$ cat src/hdl/spf_pkg.sv
// ----------------------------------------------------------------------------
// spf_pkg
// Shared constants for the servo packet framer: register indexes, byte
// slot codes, CRC polynomial and field widths.
// ----------------------------------------------------------------------------
package spf_pkg;

  // Field widths
  localparam int unsigned BYTE_W    = 8;
  localparam int unsigned COUNT_W   = 11;
  localparam int unsigned LEN_W     = 16;
  localparam int unsigned CRC_W     = 16;
  localparam int unsigned IN_DATA_W = 40;   // 35 payload bits padded to bytes

  // Packet limits
  localparam int unsigned MAX_PARAMS = 1024;
  localparam int unsigned LEN_BIAS   = 1 + 2;  // instruction plus two CRC bytes

  // CRC-16, not reflected, zero init, no final xor
  localparam logic [CRC_W-1:0] CRC_POLY = 16'h8005;

  // Configuration register indexes
  localparam int unsigned CFG_ADDR_W = 2;
  localparam logic [CFG_ADDR_W-1:0] REG_HEADER_A = 2'd0;
  localparam logic [CFG_ADDR_W-1:0] REG_HEADER_B = 2'd1;
  localparam logic [CFG_ADDR_W-1:0] REG_HEADER_C = 2'd2;
  localparam logic [CFG_ADDR_W-1:0] REG_RESERVED = 2'd3;

  // Register reset values
  localparam logic [BYTE_W-1:0] RST_HEADER_A = 8'hFF;
  localparam logic [BYTE_W-1:0] RST_HEADER_B = 8'hFF;
  localparam logic [BYTE_W-1:0] RST_HEADER_C = 8'hFD;
  localparam logic [BYTE_W-1:0] RST_RESERVED = 8'h00;

  // Output byte slots of one item, in emission order
  localparam int unsigned NUM_SLOTS = 11;
  localparam int unsigned SLOT_W    = 4;
  localparam logic [SLOT_W-1:0] SLOT_HDR_A   = 4'd0;
  localparam logic [SLOT_W-1:0] SLOT_HDR_B   = 4'd1;
  localparam logic [SLOT_W-1:0] SLOT_HDR_C   = 4'd2;
  localparam logic [SLOT_W-1:0] SLOT_RSVD    = 4'd3;
  localparam logic [SLOT_W-1:0] SLOT_ID      = 4'd4;
  localparam logic [SLOT_W-1:0] SLOT_LEN_LO  = 4'd5;
  localparam logic [SLOT_W-1:0] SLOT_LEN_HI  = 4'd6;
  localparam logic [SLOT_W-1:0] SLOT_INSTR   = 4'd7;
  localparam logic [SLOT_W-1:0] SLOT_PARAM   = 4'd8;
  localparam logic [SLOT_W-1:0] SLOT_CRC_LO  = 4'd9;
  localparam logic [SLOT_W-1:0] SLOT_CRC_HI  = 4'd10;

endpackage

$ cat src/hdl/spf_crc_byte.sv
// ----------------------------------------------------------------------------
// spf_crc_byte
// One-byte update of the CRC-16 (MSB first, polynomial from the package).
// ----------------------------------------------------------------------------
module spf_crc_byte (
  input  logic [spf_pkg::CRC_W-1:0]  crc_i,
  input  logic [spf_pkg::BYTE_W-1:0] data_i,
  output logic [spf_pkg::CRC_W-1:0]  crc_o
);

  // Eight shift/xor steps, byte enters at the top
  always_comb begin
    logic [spf_pkg::CRC_W-1:0] c;
    c = crc_i ^ {data_i, {(spf_pkg::CRC_W - spf_pkg::BYTE_W){1'b0}}};
    for (int k = 0; k < spf_pkg::BYTE_W; k++) begin
      if (c[spf_pkg::CRC_W-1]) begin
        c = {c[spf_pkg::CRC_W-2:0], 1'b0} ^ spf_pkg::CRC_POLY;
      end else begin
        c = {c[spf_pkg::CRC_W-2:0], 1'b0};
      end
    end
    crc_o = c;
  end

endmodule

$ cat src/hdl/servo_packet_framer_crc16_unit.sv
// ----------------------------------------------------------------------------
// servo_packet_framer_crc16_unit
// Frames servo-bus command packets as a byte stream with a trailing CRC-16.
// ----------------------------------------------------------------------------
// Usage:
//   s_axis carries one request per item; the first item of a packet supplies
//   id, instruction and parameter count, later ones only parameter bytes.
//   tuser flags whether the item holds a parameter byte, tlast ends the
//   packet. m_axis delivers one framed byte per cycle unless stalled; its
//   tlast marks the high CRC byte closing the packet.
//   A request is registered on acceptance; its bytes (up to eleven) leave
//   one per cycle from the output register unless m_axis stalls. An item
//   with bytes holds off the input until its last byte is loaded; one with
//   none is absorbed without holding it. A request is accepted in the cycle
//   its predecessor's last byte is loaded, so single-byte items flow at one
//   per cycle unstalled; the byte emitter and one-byte CRC step set the rate.
//   Reset restores the header registers to their defaults, clears the CRC
//   and returns the framer to awaiting a packet start. When m_axis stalls
//   the output register holds its byte and the input backs up.
//   Configuration writes are not gated; issue them only while idle, since
//   header bytes are read from the registers as they leave.
// ----------------------------------------------------------------------------
module servo_packet_framer_crc16_unit #(
  parameter int unsigned MaxParams = spf_pkg::MAX_PARAMS
) (
  input  logic                              clk_i,
  input  logic                              rst_ni,
  // Configuration write port
  input  logic                              cfg_we_i,
  input  logic [spf_pkg::CFG_ADDR_W-1:0]    cfg_addr_i,
  input  logic [spf_pkg::BYTE_W-1:0]        cfg_wdata_i,
  // Item stream
  input  logic                              s_axis_tvalid,
  output logic                              s_axis_tready,
  // tdata: packet_id[7:0], instruction[15:8], param_count[26:16],
  //        param_byte[34:27], zero pad[39:35]
  input  logic [spf_pkg::IN_DATA_W-1:0]     s_axis_tdata,
  // tuser: has_param[0]
  input  logic                              s_axis_tuser,
  // tlast: end_of_params
  input  logic                              s_axis_tlast,
  // Byte stream
  output logic                              m_axis_tvalid,
  input  logic                              m_axis_tready,
  // tdata: out_byte[7:0]
  output logic [spf_pkg::BYTE_W-1:0]        m_axis_tdata,
  // tlast: last_byte
  output logic                              m_axis_tlast
);

  localparam int unsigned SatW = 17;
  localparam logic [SatW-1:0] MaxParamsW = SatW'(MaxParams);

  // Configuration registers
  logic [spf_pkg::BYTE_W-1:0] hdr_a_q, hdr_b_q, hdr_c_q, rsvd_q;

  always_ff @(posedge clk_i or negedge rst_ni) begin
    if (!rst_ni) begin
      hdr_a_q <= spf_pkg::RST_HEADER_A;
      hdr_b_q <= spf_pkg::RST_HEADER_B;
      hdr_c_q <= spf_pkg::RST_HEADER_C;
      rsvd_q  <= spf_pkg::RST_RESERVED;
    end else if (cfg_we_i) begin
      case (cfg_addr_i)
        spf_pkg::REG_HEADER_A: hdr_a_q <= cfg_wdata_i;
        spf_pkg::REG_HEADER_B: hdr_b_q <= cfg_wdata_i;
        spf_pkg::REG_HEADER_C: hdr_c_q <= cfg_wdata_i;
        spf_pkg::REG_RESERVED: rsvd_q  <= cfg_wdata_i;
        default: ;
      endcase
    end
  end

  // Unpack the request
  logic [spf_pkg::BYTE_W-1:0]  in_id, in_instr, in_param;
  logic [spf_pkg::COUNT_W-1:0] in_count;

  assign in_id    = s_axis_tdata[7:0];
  assign in_instr = s_axis_tdata[15:8];
  assign in_count = s_axis_tdata[26:16];
  assign in_param = s_axis_tdata[34:27];

  // Length field: saturated count plus bias
  logic [SatW-1:0]           count_w, count_sat;
  logic [spf_pkg::LEN_W-1:0] len_d;

  assign count_w   = SatW'(in_count);
  assign count_sat = (count_w > MaxParamsW) ? MaxParamsW : count_w;
  assign len_d     = spf_pkg::LEN_W'(count_sat + SatW'(spf_pkg::LEN_BIAS));

  // Item register and pending-slot mask
  logic                          pkt_q;
  logic [spf_pkg::NUM_SLOTS-1:0] rem_q, rem_d, mask_in, low_bit;
  logic [spf_pkg::BYTE_W-1:0]    id_q, instr_q, param_q;
  logic [spf_pkg::LEN_W-1:0]     len_q;
  logic [spf_pkg::CRC_W-1:0]     crc_q, crc_d, crc_upd;
  logic                          busy, emit, item_done, accept;

  assign mask_in = {{2{s_axis_tlast}}, s_axis_tuser, {8{~pkt_q}}};

  assign busy      = |rem_q;
  assign emit      = busy && (!m_axis_tvalid || m_axis_tready);
  assign low_bit   = rem_q & (~rem_q + spf_pkg::NUM_SLOTS'(1));
  assign item_done = emit && ((rem_q & ~low_bit) == '0);

  assign s_axis_tready = !busy || item_done;
  assign accept        = s_axis_tvalid && s_axis_tready;

  // Current slot: lowest pending bit
  logic [spf_pkg::SLOT_W-1:0] slot;

  always_comb begin
    slot = '0;
    for (int i = spf_pkg::NUM_SLOTS - 1; i >= 0; i--) begin
      if (rem_q[i]) begin
        slot = spf_pkg::SLOT_W'(i);
      end
    end
  end

  // Byte for the current slot
  logic [spf_pkg::BYTE_W-1:0] byte_sel;

  always_comb begin
    case (slot)
      spf_pkg::SLOT_HDR_A:  byte_sel = hdr_a_q;
      spf_pkg::SLOT_HDR_B:  byte_sel = hdr_b_q;
      spf_pkg::SLOT_HDR_C:  byte_sel = hdr_c_q;
      spf_pkg::SLOT_RSVD:   byte_sel = rsvd_q;
      spf_pkg::SLOT_ID:     byte_sel = id_q;
      spf_pkg::SLOT_LEN_LO: byte_sel = len_q[7:0];
      spf_pkg::SLOT_LEN_HI: byte_sel = len_q[15:8];
      spf_pkg::SLOT_INSTR:  byte_sel = instr_q;
      spf_pkg::SLOT_PARAM:  byte_sel = param_q;
      spf_pkg::SLOT_CRC_LO: byte_sel = crc_q[7:0];
      spf_pkg::SLOT_CRC_HI: byte_sel = crc_q[15:8];
      default:              byte_sel = '0;
    endcase
  end

  // Running CRC step
  spf_crc_byte u_crc (
    .crc_i  (crc_q),
    .data_i (byte_sel),
    .crc_o  (crc_upd)
  );

  always_comb begin
    crc_d = crc_q;
    if (emit) begin
      if (slot == spf_pkg::SLOT_CRC_HI) begin
        crc_d = '0;
      end else if (slot != spf_pkg::SLOT_CRC_LO) begin
        crc_d = crc_upd;
      end
    end
  end

  // Pending mask: retire emitted slot, load on accept
  always_comb begin
    rem_d = rem_q;
    if (emit) begin
      rem_d = rem_q & ~low_bit;
    end
    if (accept) begin
      rem_d = mask_in;
    end
  end

  // Control state
  always_ff @(posedge clk_i or negedge rst_ni) begin
    if (!rst_ni) begin
      rem_q <= '0;
      pkt_q <= 1'b0;
      crc_q <= '0;
    end else begin
      rem_q <= rem_d;
      crc_q <= crc_d;
      if (accept) begin
        pkt_q <= ~s_axis_tlast;
      end
    end
  end

  // Item payload
  always_ff @(posedge clk_i) begin
    if (accept) begin
      id_q    <= in_id;
      instr_q <= in_instr;
      param_q <= in_param;
      len_q   <= len_d;
    end
  end

  // Output register
  logic                       out_valid_q;
  logic [spf_pkg::BYTE_W-1:0] out_data_q;
  logic                       out_last_q;

  always_ff @(posedge clk_i or negedge rst_ni) begin
    if (!rst_ni) begin
      out_valid_q <= 1'b0;
    end else if (emit) begin
      out_valid_q <= 1'b1;
    end else if (m_axis_tready) begin
      out_valid_q <= 1'b0;
    end
  end

  always_ff @(posedge clk_i) begin
    if (emit) begin
      out_data_q <= byte_sel;
      out_last_q <= (slot == spf_pkg::SLOT_CRC_HI);
    end
  end

  assign m_axis_tvalid = out_valid_q;
  assign m_axis_tdata  = out_data_q;
  assign m_axis_tlast  = out_last_q;

endmodule
$ cat config.mk
export PLATFORM = sky130hd
export DESIGN_NAME = servo_packet_framer_crc16_unit
export DESIGN_NICKNAME = d
export VERILOG_FILES = /design/src/hdl/spf_pkg.sv /design/src/hdl/spf_crc_byte.sv /design/src/hdl/servo_packet_framer_crc16_unit.sv
export SDC_FILE = /design/constraint.sdc
export NUM_CORES = 1
export LEC_CHECK = 0
export BUFFER_PORTS_ARGS = -buffer_cell sky130_fd_sc_hd__buf_4
export CAP_MARGIN = 0
export CELL_PAD_IN_SITES_DETAIL_PLACEMENT = 0
export CELL_PAD_IN_SITES_GLOBAL_PLACEMENT = 1
export CORE_UTILIZATION = 35
export DETAILED_ROUTE_END_ITERATION = 7
export MAX_ROUTING_LAYER = met4
export PLACE_DENSITY_LB_ADDON = 0.05
export SLEW_MARGIN = 25
export SYNTH_ARGS = -nofsm -noshare
export SYNTH_HDL_FRONTEND = slang
export SYNTH_SLANG_ARGS = --single-unit
$ cat constraint.sdc
create_clock -name clk_i -period 5 [get_ports clk_i]
set_input_delay 0.25 -clock clk_i [delete_from_list [all_inputs] [get_ports clk_i]]
set_output_delay 0.25 -clock clk_i [all_outputs]
set_load 0.005 [all_outputs]
==> metrics, run 1 <==
run status finished with violations; violations in the final reports hold timing; number of placed I/O pins a little under 70; total standard cell area after synthesis 5172 um^2; TritonCTS Buffers 9; setup skew after layout 10.48 ps; number of fill cells in the layout between 1000 and 1500; Yosys top cell area share 0.2612; maximum number of pins on one net before global-route repair 62; Cells after Synth between 400 and 500; dominant combinational cell family by area after synthesis compound AO/OA/AOI/OAI gates; Crit path required time 5280 ps; main flop type after synthesis sky130_fd_sc_hd__edfxtp_1; yosys synthesis warning count 0; Synth area leader sky130_fd_sc_hd__edfxtp_1; number of antenna repair diodes 0; Yosys reg bits 106; slowest stage cell on the critical path sky130_fd_sc_hd__or4_4; sequential element share of the synthesized area 0.5619; clock latency on the worst-skew pair 360 ps; critical path start-end classification reg2reg; Fmax 0.2554 GHz; element type at the critical path start register; overall die area about 15000 um^2; synthesized-area fraction occupied by and/or/nand/nor cells 0.1231; via total after detailed routing between 3000 and 4000; ranking of synthesized cells by area sky130_fd_sc_hd__edfxtp_1 (26%), sky130_fd_sc_hd__dfrtp_1 (18%), sky130_fd_sc_hd__dfstp_2 (12%); total length of routed wires 13.47 mm; area of all sequential standard cells 2907 um^2; number of antenna violations at the first check in global routing 0; per-cell routed wire length 19.61 um; Cell variety after synth 68; Layout area overhead 18.38%; cell type with the highest occurrence count on the critical path sky130_fd_sc_hd__mux2i_1; setup TNS 0 ps; deepest level of the CTS H-tree 3; Net Count, Synth just under 500; x dimension of the die 123.6 um; period utilisation layout 0.7831; arrival time of the worst setup path 4200 ps; grt ovf 0; multiplexer share of the synthesized area 0.08563; count of port buffers added during placement 62; number of core rows 44; cell chain of the critical path or4_4 -> o21ai_2 -> buf_4 -> a222oi_1 -> mux2i_1 -> mux2i_1 -> xor2_1 -> xnor2_1 -> xnor3_2 -> xor3_1 -> o21ai_1; global-route wire length before repair 21.02 mm; Post-CTS Hold Fix Bufs 0; worst hold margin -23.62 ps; deepest clock path buffer count 2; type of the tightest min-delay check in2async; Tmin final between 3000 and 4000 ps; average size of a mapped cell ~12 um^2; number of global-route vias before repair 3575; fraction of the mapped netlist area in compound gates 0.1362; placeable core area 14480 um^2; post-CTS setup buffer count 0; post-synthesis share of cell area spent on full adders, half adders and majority gates 0.006289; fraction of layout cells with a size suffix above 1 0.3161; max cap viols 0; Via-to-Cell Ratio 5.346; Initial DRT Pass Iterations 6; number of remaining DRC errors 0; number of synthesized flops with an enable pin 45; Synth Area in XOR/XNOR 0.05636; CTS Sinks 106; count of final setup violators 0; number of antenna-violating nets in the routed design 0; kind of end point of the critical path register; Slew Viols, Final 0; Final #Nets between 500 and 600; Iter 0 DRT Violations 220; maximum fanout count along the critical path 15; HPWL after DPL 9.553 mm; crit-path max cell delay 680 ps; clock root buffer sky130_fd_sc_hd__clkbuf_16; Slew @ Worst Pin 823.1 ps; Overall Global Routing Usage 0.1967; setup repair after global routing missed its margin false; share of synthesized registers carrying an async set or reset 0.5755; relative max-transition margin 0.4513; number of gates resized after CTS 0; final hold viol count 13; clock-pin slew on the worst setup and hold paths 80 ps; beginning of the critical path rem_q[6]; Die Y-Extent 123.6 um; TritonCTS clock tree built; area of the multi-input gates roughly 2100 um^2; launching point of the worst reg2reg path rem_q[6]; last weighted congestion value of the routability-driven placer 0.8051; starting density of the core 0.3572
==> worst max-delay path: cells and delay by family (launching register included) <==
kind                   cells  cell delay (ps)
AO/OA/AOI/OAI              3              840
buffers and inverters      1              280
XOR/XNOR                   4             1180
AND/OR/NAND/NOR            1              680
flip-flops                 1              480
multiplexers               2              360
==> worst paths after layout <==
path / endpoint / slack [ps] / cells after the start
worst min register to register: rsvd_q[0] / 510 / 1
worst max register to register: crc_q[15] / 1080 / 11
worst max-delay path: crc_q[15] / 1080 / 11
min in group clk_i: instr_q[4] / 60 / 1
worst min-delay path: m_axis_tvalid / -20 / 1
max in group asynchronous: crc_q[1] / 4470 / 1
==> final cells by class <==
class / instances / share of cell area
inverter: 11 / 0.006743
multi-input combinational: 298 / 0.3472
timing repair buffer: 72 / 0.08827
clock buffer: 10 / 0.03739
clock inverter: 6 / 0.008173
sequential: 106 / 0.4747
tap: 184 / 0.03760
==> layout by cell type (no fill, tap or decap), types with 7 or more instances in the layout <==
cell type	n
sky130_fd_sc_hd__a21oi_1	9
sky130_fd_sc_hd__a222oi_1	9
sky130_fd_sc_hd__a22oi_1	7
sky130_fd_sc_hd__a31oi_1	8
sky130_fd_sc_hd__buf_4	72
sky130_fd_sc_hd__clkbuf_16	9
sky130_fd_sc_hd__dfrtp_1	38
sky130_fd_sc_hd__dfstp_2	23
sky130_fd_sc_hd__edfxtp_1	45
sky130_fd_sc_hd__inv_1	11
sky130_fd_sc_hd__mux2_2	34
sky130_fd_sc_hd__nand2_1	56
sky130_fd_sc_hd__nand3_1	9
sky130_fd_sc_hd__nor2_1	21
sky130_fd_sc_hd__o21ai_0	20
sky130_fd_sc_hd__xnor2_1	17
sky130_fd_sc_hd__xor2_1	9
==> Yosys cell counts, drive strengths merged, types with 3 or more instances <==
| cell type | n |
|---|---|
| nor2b | 7 |
| buf | 10 |
| o221ai | 4 |
| and2 | 3 |
| clkbuf | 11 |
| a211oi | 4 |
| a222oi | 9 |
| xor2 | 9 |
| nand3 | 9 |
| o22a | 3 |
| o31ai | 3 |
| dfrtp | 38 |
| nor4 | 4 |
| a31oi | 9 |
| xnor2 | 18 |
| nand2 | 56 |
| a22oi | 8 |
| mux2i | 6 |
| mux2 | 34 |
| inv | 11 |
| o22ai | 6 |
| edfxtp | 45 |
| nor2 | 22 |
| and3 | 3 |
| nor3 | 7 |
| o21ai | 26 |
| a21oi | 10 |
| dfstp | 23 |
| nand2b | 3 |
==> logic make-up (layout without fill, tap and decap cells) <==
kind of cell    Yosys count  in the layout
compound gates           99             99
xor+xnor                 29             29
fa+ha+maj                 3              3
buf+inv                  32             99
flops                   106            106
mux                      40             40
other cells               1              1
simple gates            126            126
==> per-layer routing <==
metal	vias up	wire length, um	GRT usage
met2	79	6062	0.2916
met4	0	320	0.07154
met5	-	0	-
met3	22	464	0.03921
met1	1842	6620	0.2661
li1	1730	-	-
==> registers in the layout, summed over array words and instances (netlist names) <==
| name | flops |
|---|---|
| crc_q | 16 |
| hdr_a_q | 8 |
| hdr_b_q | 8 |
| hdr_c_q | 8 |
| id_q | 8 |
| instr_q | 8 |
| len_q | 12 |
| m_axis_tdata | 8 |
| m_axis_tlast | 1 |
| m_axis_tvalid | 1 |
| param_q | 8 |
| pkt_q | 1 |
| rem_q | 11 |
| rsvd_q | 8 |
==> metrics by stage <==
| stage | setup slack (ps) | hold WS, ps | cells | utilization | area (um^2) |
|---|---|---|---|---|---|
| 3_3_place_gp | 1085 | 397.4 | 671 | 0.4032 | 5838 |
| 2_1_floorplan | 925.7 | -45.59 | 436 | - | 5172 |
| 6_report | 1084 | -23.62 | 687 | 0.4229 | 6123 |
| 3_5_place_dp | 1049 | 412.9 | 671 | 0.4032 | 5838 |
| 4_1_cts | 1045 | 27.14 | 687 | 0.4225 | 6117 |
| 5_1_grt | 844.9 | 34.91 | 687 | 0.4229 | 6123 |
Power of run 1 is not shown: default switching activity piles up to over one toggle a cycle in this logic, so the estimate is an artifact.
==> run 2, diff against run 1 <==
==> constraint.sdc (replaced) <==
create_clock -name clk_i -period 3.45 [get_ports clk_i]
set_input_delay 0.1725 -clock clk_i [delete_from_list [all_inputs] [get_ports clk_i]]
set_output_delay 0.1725 -clock clk_i [all_outputs]
set_load 0.005 [all_outputs]
==> metrics, run 2 (synthesized netlist as in run 1, its figures left out) <==
number of placed I/O pins 68 (unchanged); Initial DRT Pass Iterations 5 (-1); number of antenna-violating nets in the routed design 0 (unchanged); non-filler cells, final 752 (+9.5%); per-cell routed wire length 18.55 um (-5.4%); number of global-route vias before repair 3791 (+6.0%); type of the tightest min-delay check in2reg; via total after detailed routing 3910 (+6.5%); deepest clock path buffer count 2 (unchanged); element type at the critical path start register; max cap viols 0 (unchanged); number of placed instances with taps included 708 (+5.5%); Crit path required time 3730 ps (-1550 ps); number of fill cells in the layout 1360 (-3.8%); max reg flops 16 (unchanged); critical path start-end classification reg2reg; global-route wire length before repair 21.47 mm (+2.1%); count of port buffers added during placement 62 (unchanged); overall die area 15270 um^2 (unchanged); Via-to-Cell Ratio 5.199 (-2.7%); Iter 0 DRT Violations 212 (-3.6%); Layout area overhead 31.69%; fraction of layout cells with a size suffix above 1 0.3715 (+0.05538); cell area after layout 6812 um^2 (+11%); clock latency on the worst-skew pair 360 ps (about the same); grt ovf 0 (unchanged); TritonCTS clock tree built; number of remaining DRC errors 0 (unchanged); HPWL after DPL 10.09 mm (+5.6%); run status completed; Die Y-Extent 123.6 um (unchanged); Overall Global Routing Usage 0.2024 (+0.005678); clock-pin slew on the worst setup and hold paths 70 ps (about the same); setup repair after global routing missed its margin true; Slew @ Worst Pin 808.3 ps (-14.80 ps); largest register by flop count crc_q; final hold viol count 0 (-13); x dimension of the die 123.6 um (unchanged); number of antenna violations at the first check in global routing 0 (unchanged); number of antenna repair diodes 0 (unchanged); CTS Sinks 106 (unchanged); Fmax 0.2975 GHz (+16%); setup TNS 0 ps (unchanged); leading cell type in the layout, fill and taps excluded sky130_fd_sc_hd__buf_4; standard cell area after detailed placement 6166 um^2 (+5.6%); relative max-transition margin 0.4611 (+0.009865); total length of routed wires 13.95 mm (+3.6%); maximum fanout count along the critical path 6 (-9); TritonCTS Buffers 9 (unchanged); maximum number of pins on one net before global-route repair 62 (unchanged); placeable core area 14480 um^2 (unchanged); clock root buffer sky130_fd_sc_hd__clkbuf_16; Slew Viols, Final 0 (unchanged); count of final setup violators 0 (unchanged); commonest non-fill, non-tap cells in the layout sky130_fd_sc_hd__buf_4 (107), sky130_fd_sc_hd__nand2_1 (55), sky130_fd_sc_hd__edfxtp_1 (45), sky130_fd_sc_hd__dfrtp_1 (37), sky130_fd_sc_hd__mux2_2 (34); kind of end point of the critical path register; starting density of the core 0.3572 (unchanged); Tmin final 3361 ps (-554.1 ps); setup skew after layout 10.39 ps (-0.08200 ps); deepest level of the CTS H-tree 3 (unchanged); last weighted congestion value of the routability-driven placer 0.8825 (+9.6%); worst hold margin 50.43 ps (+74.05 ps); number of core rows 44 (unchanged); arrival time of the worst setup path 3650 ps (-550 ps); largest registers crc_q (16), len_q (12), rem_q (11); Final #Nets 621 (+12%); period utilisation layout 0.9743 (+0.1912)
-- run 2: cell types whose count changed in the layout (fill, tap and decap cells not counted), sizes merged --
cell / change
inv: +1
clkbuf: -1
dlygate4sd3: +26
buf: +39
-- run 2: per-stage QoR --
step / worst slack, ps / utilization
final: 88.51 / 0.4704
after detailed placement: 10.07 / 0.4259
after global routing: -66.15 / 0.4704
after global placement: 5.995 / 0.4259
after floorplan: 49.68 / -
after CTS: 20.08 / 0.4638
-- run 2: per-layer routing --
layer,part of all wire,global-route usage,up-vias
li1,-,-,1867
met1,0.47,0.2742,1924
met2,0.47,0.3027,101
met3,0.039,0.03875,18
met4,0.023,0.07003,0
met5,0,-,-
-- run 2: layout make-up --
class	count	area [um^2]	share of cell area
sequential	106	2908	0.4269
multi-input combinational	298	2200	0.3229
timing repair buffer	137	1144	0.1679
tap	184	230.2	0.03380
clock buffer	9	225.2	0.03306
clock inverter	7	63.81	0.009368
inverter	11	41.29	0.006062
-- run 2: final timing paths --
path,from,slack [ps],to,cells after the start
max,rem_q[5],90,crc_q[15],10
min,s_axis_tuser,50,rem_q[8],2
max reg2reg,rem_q[5],90,crc_q[15],10
min reg2reg,rsvd_q[0],510,rsvd_q[0],1
max in group asynchronous,rst_ni,2460,rem_q[5],2
min in group asynchronous,rst_ni,430,pkt_q,2
-- run 2: repair_timing --
action / CTS / global route
endpoints found under the hold margin: 63 / 0
setup endpoints to repair: 1 / 11
setup buffers: 0 / 2
hold buffers: 26 / 0
gates resized for setup: 1 / 13
pin swaps: 0 / 3
-- run 2: worst max-delay path: stages (launching register included) --
cell,delay (ps)
sky130_fd_sc_hd__dfrtp_2,450
sky130_fd_sc_hd__or4_4,570
sky130_fd_sc_hd__nor3_4,410
sky130_fd_sc_hd__a22o_1,210
sky130_fd_sc_hd__nand2_1,60
sky130_fd_sc_hd__a32oi_2,290
sky130_fd_sc_hd__xnor2_2,180
sky130_fd_sc_hd__xnor2_2,150
sky130_fd_sc_hd__xnor3_2,470
sky130_fd_sc_hd__xor3_1,370
sky130_fd_sc_hd__o21ai_1,130
Power of run 2 is left out for the same reason.
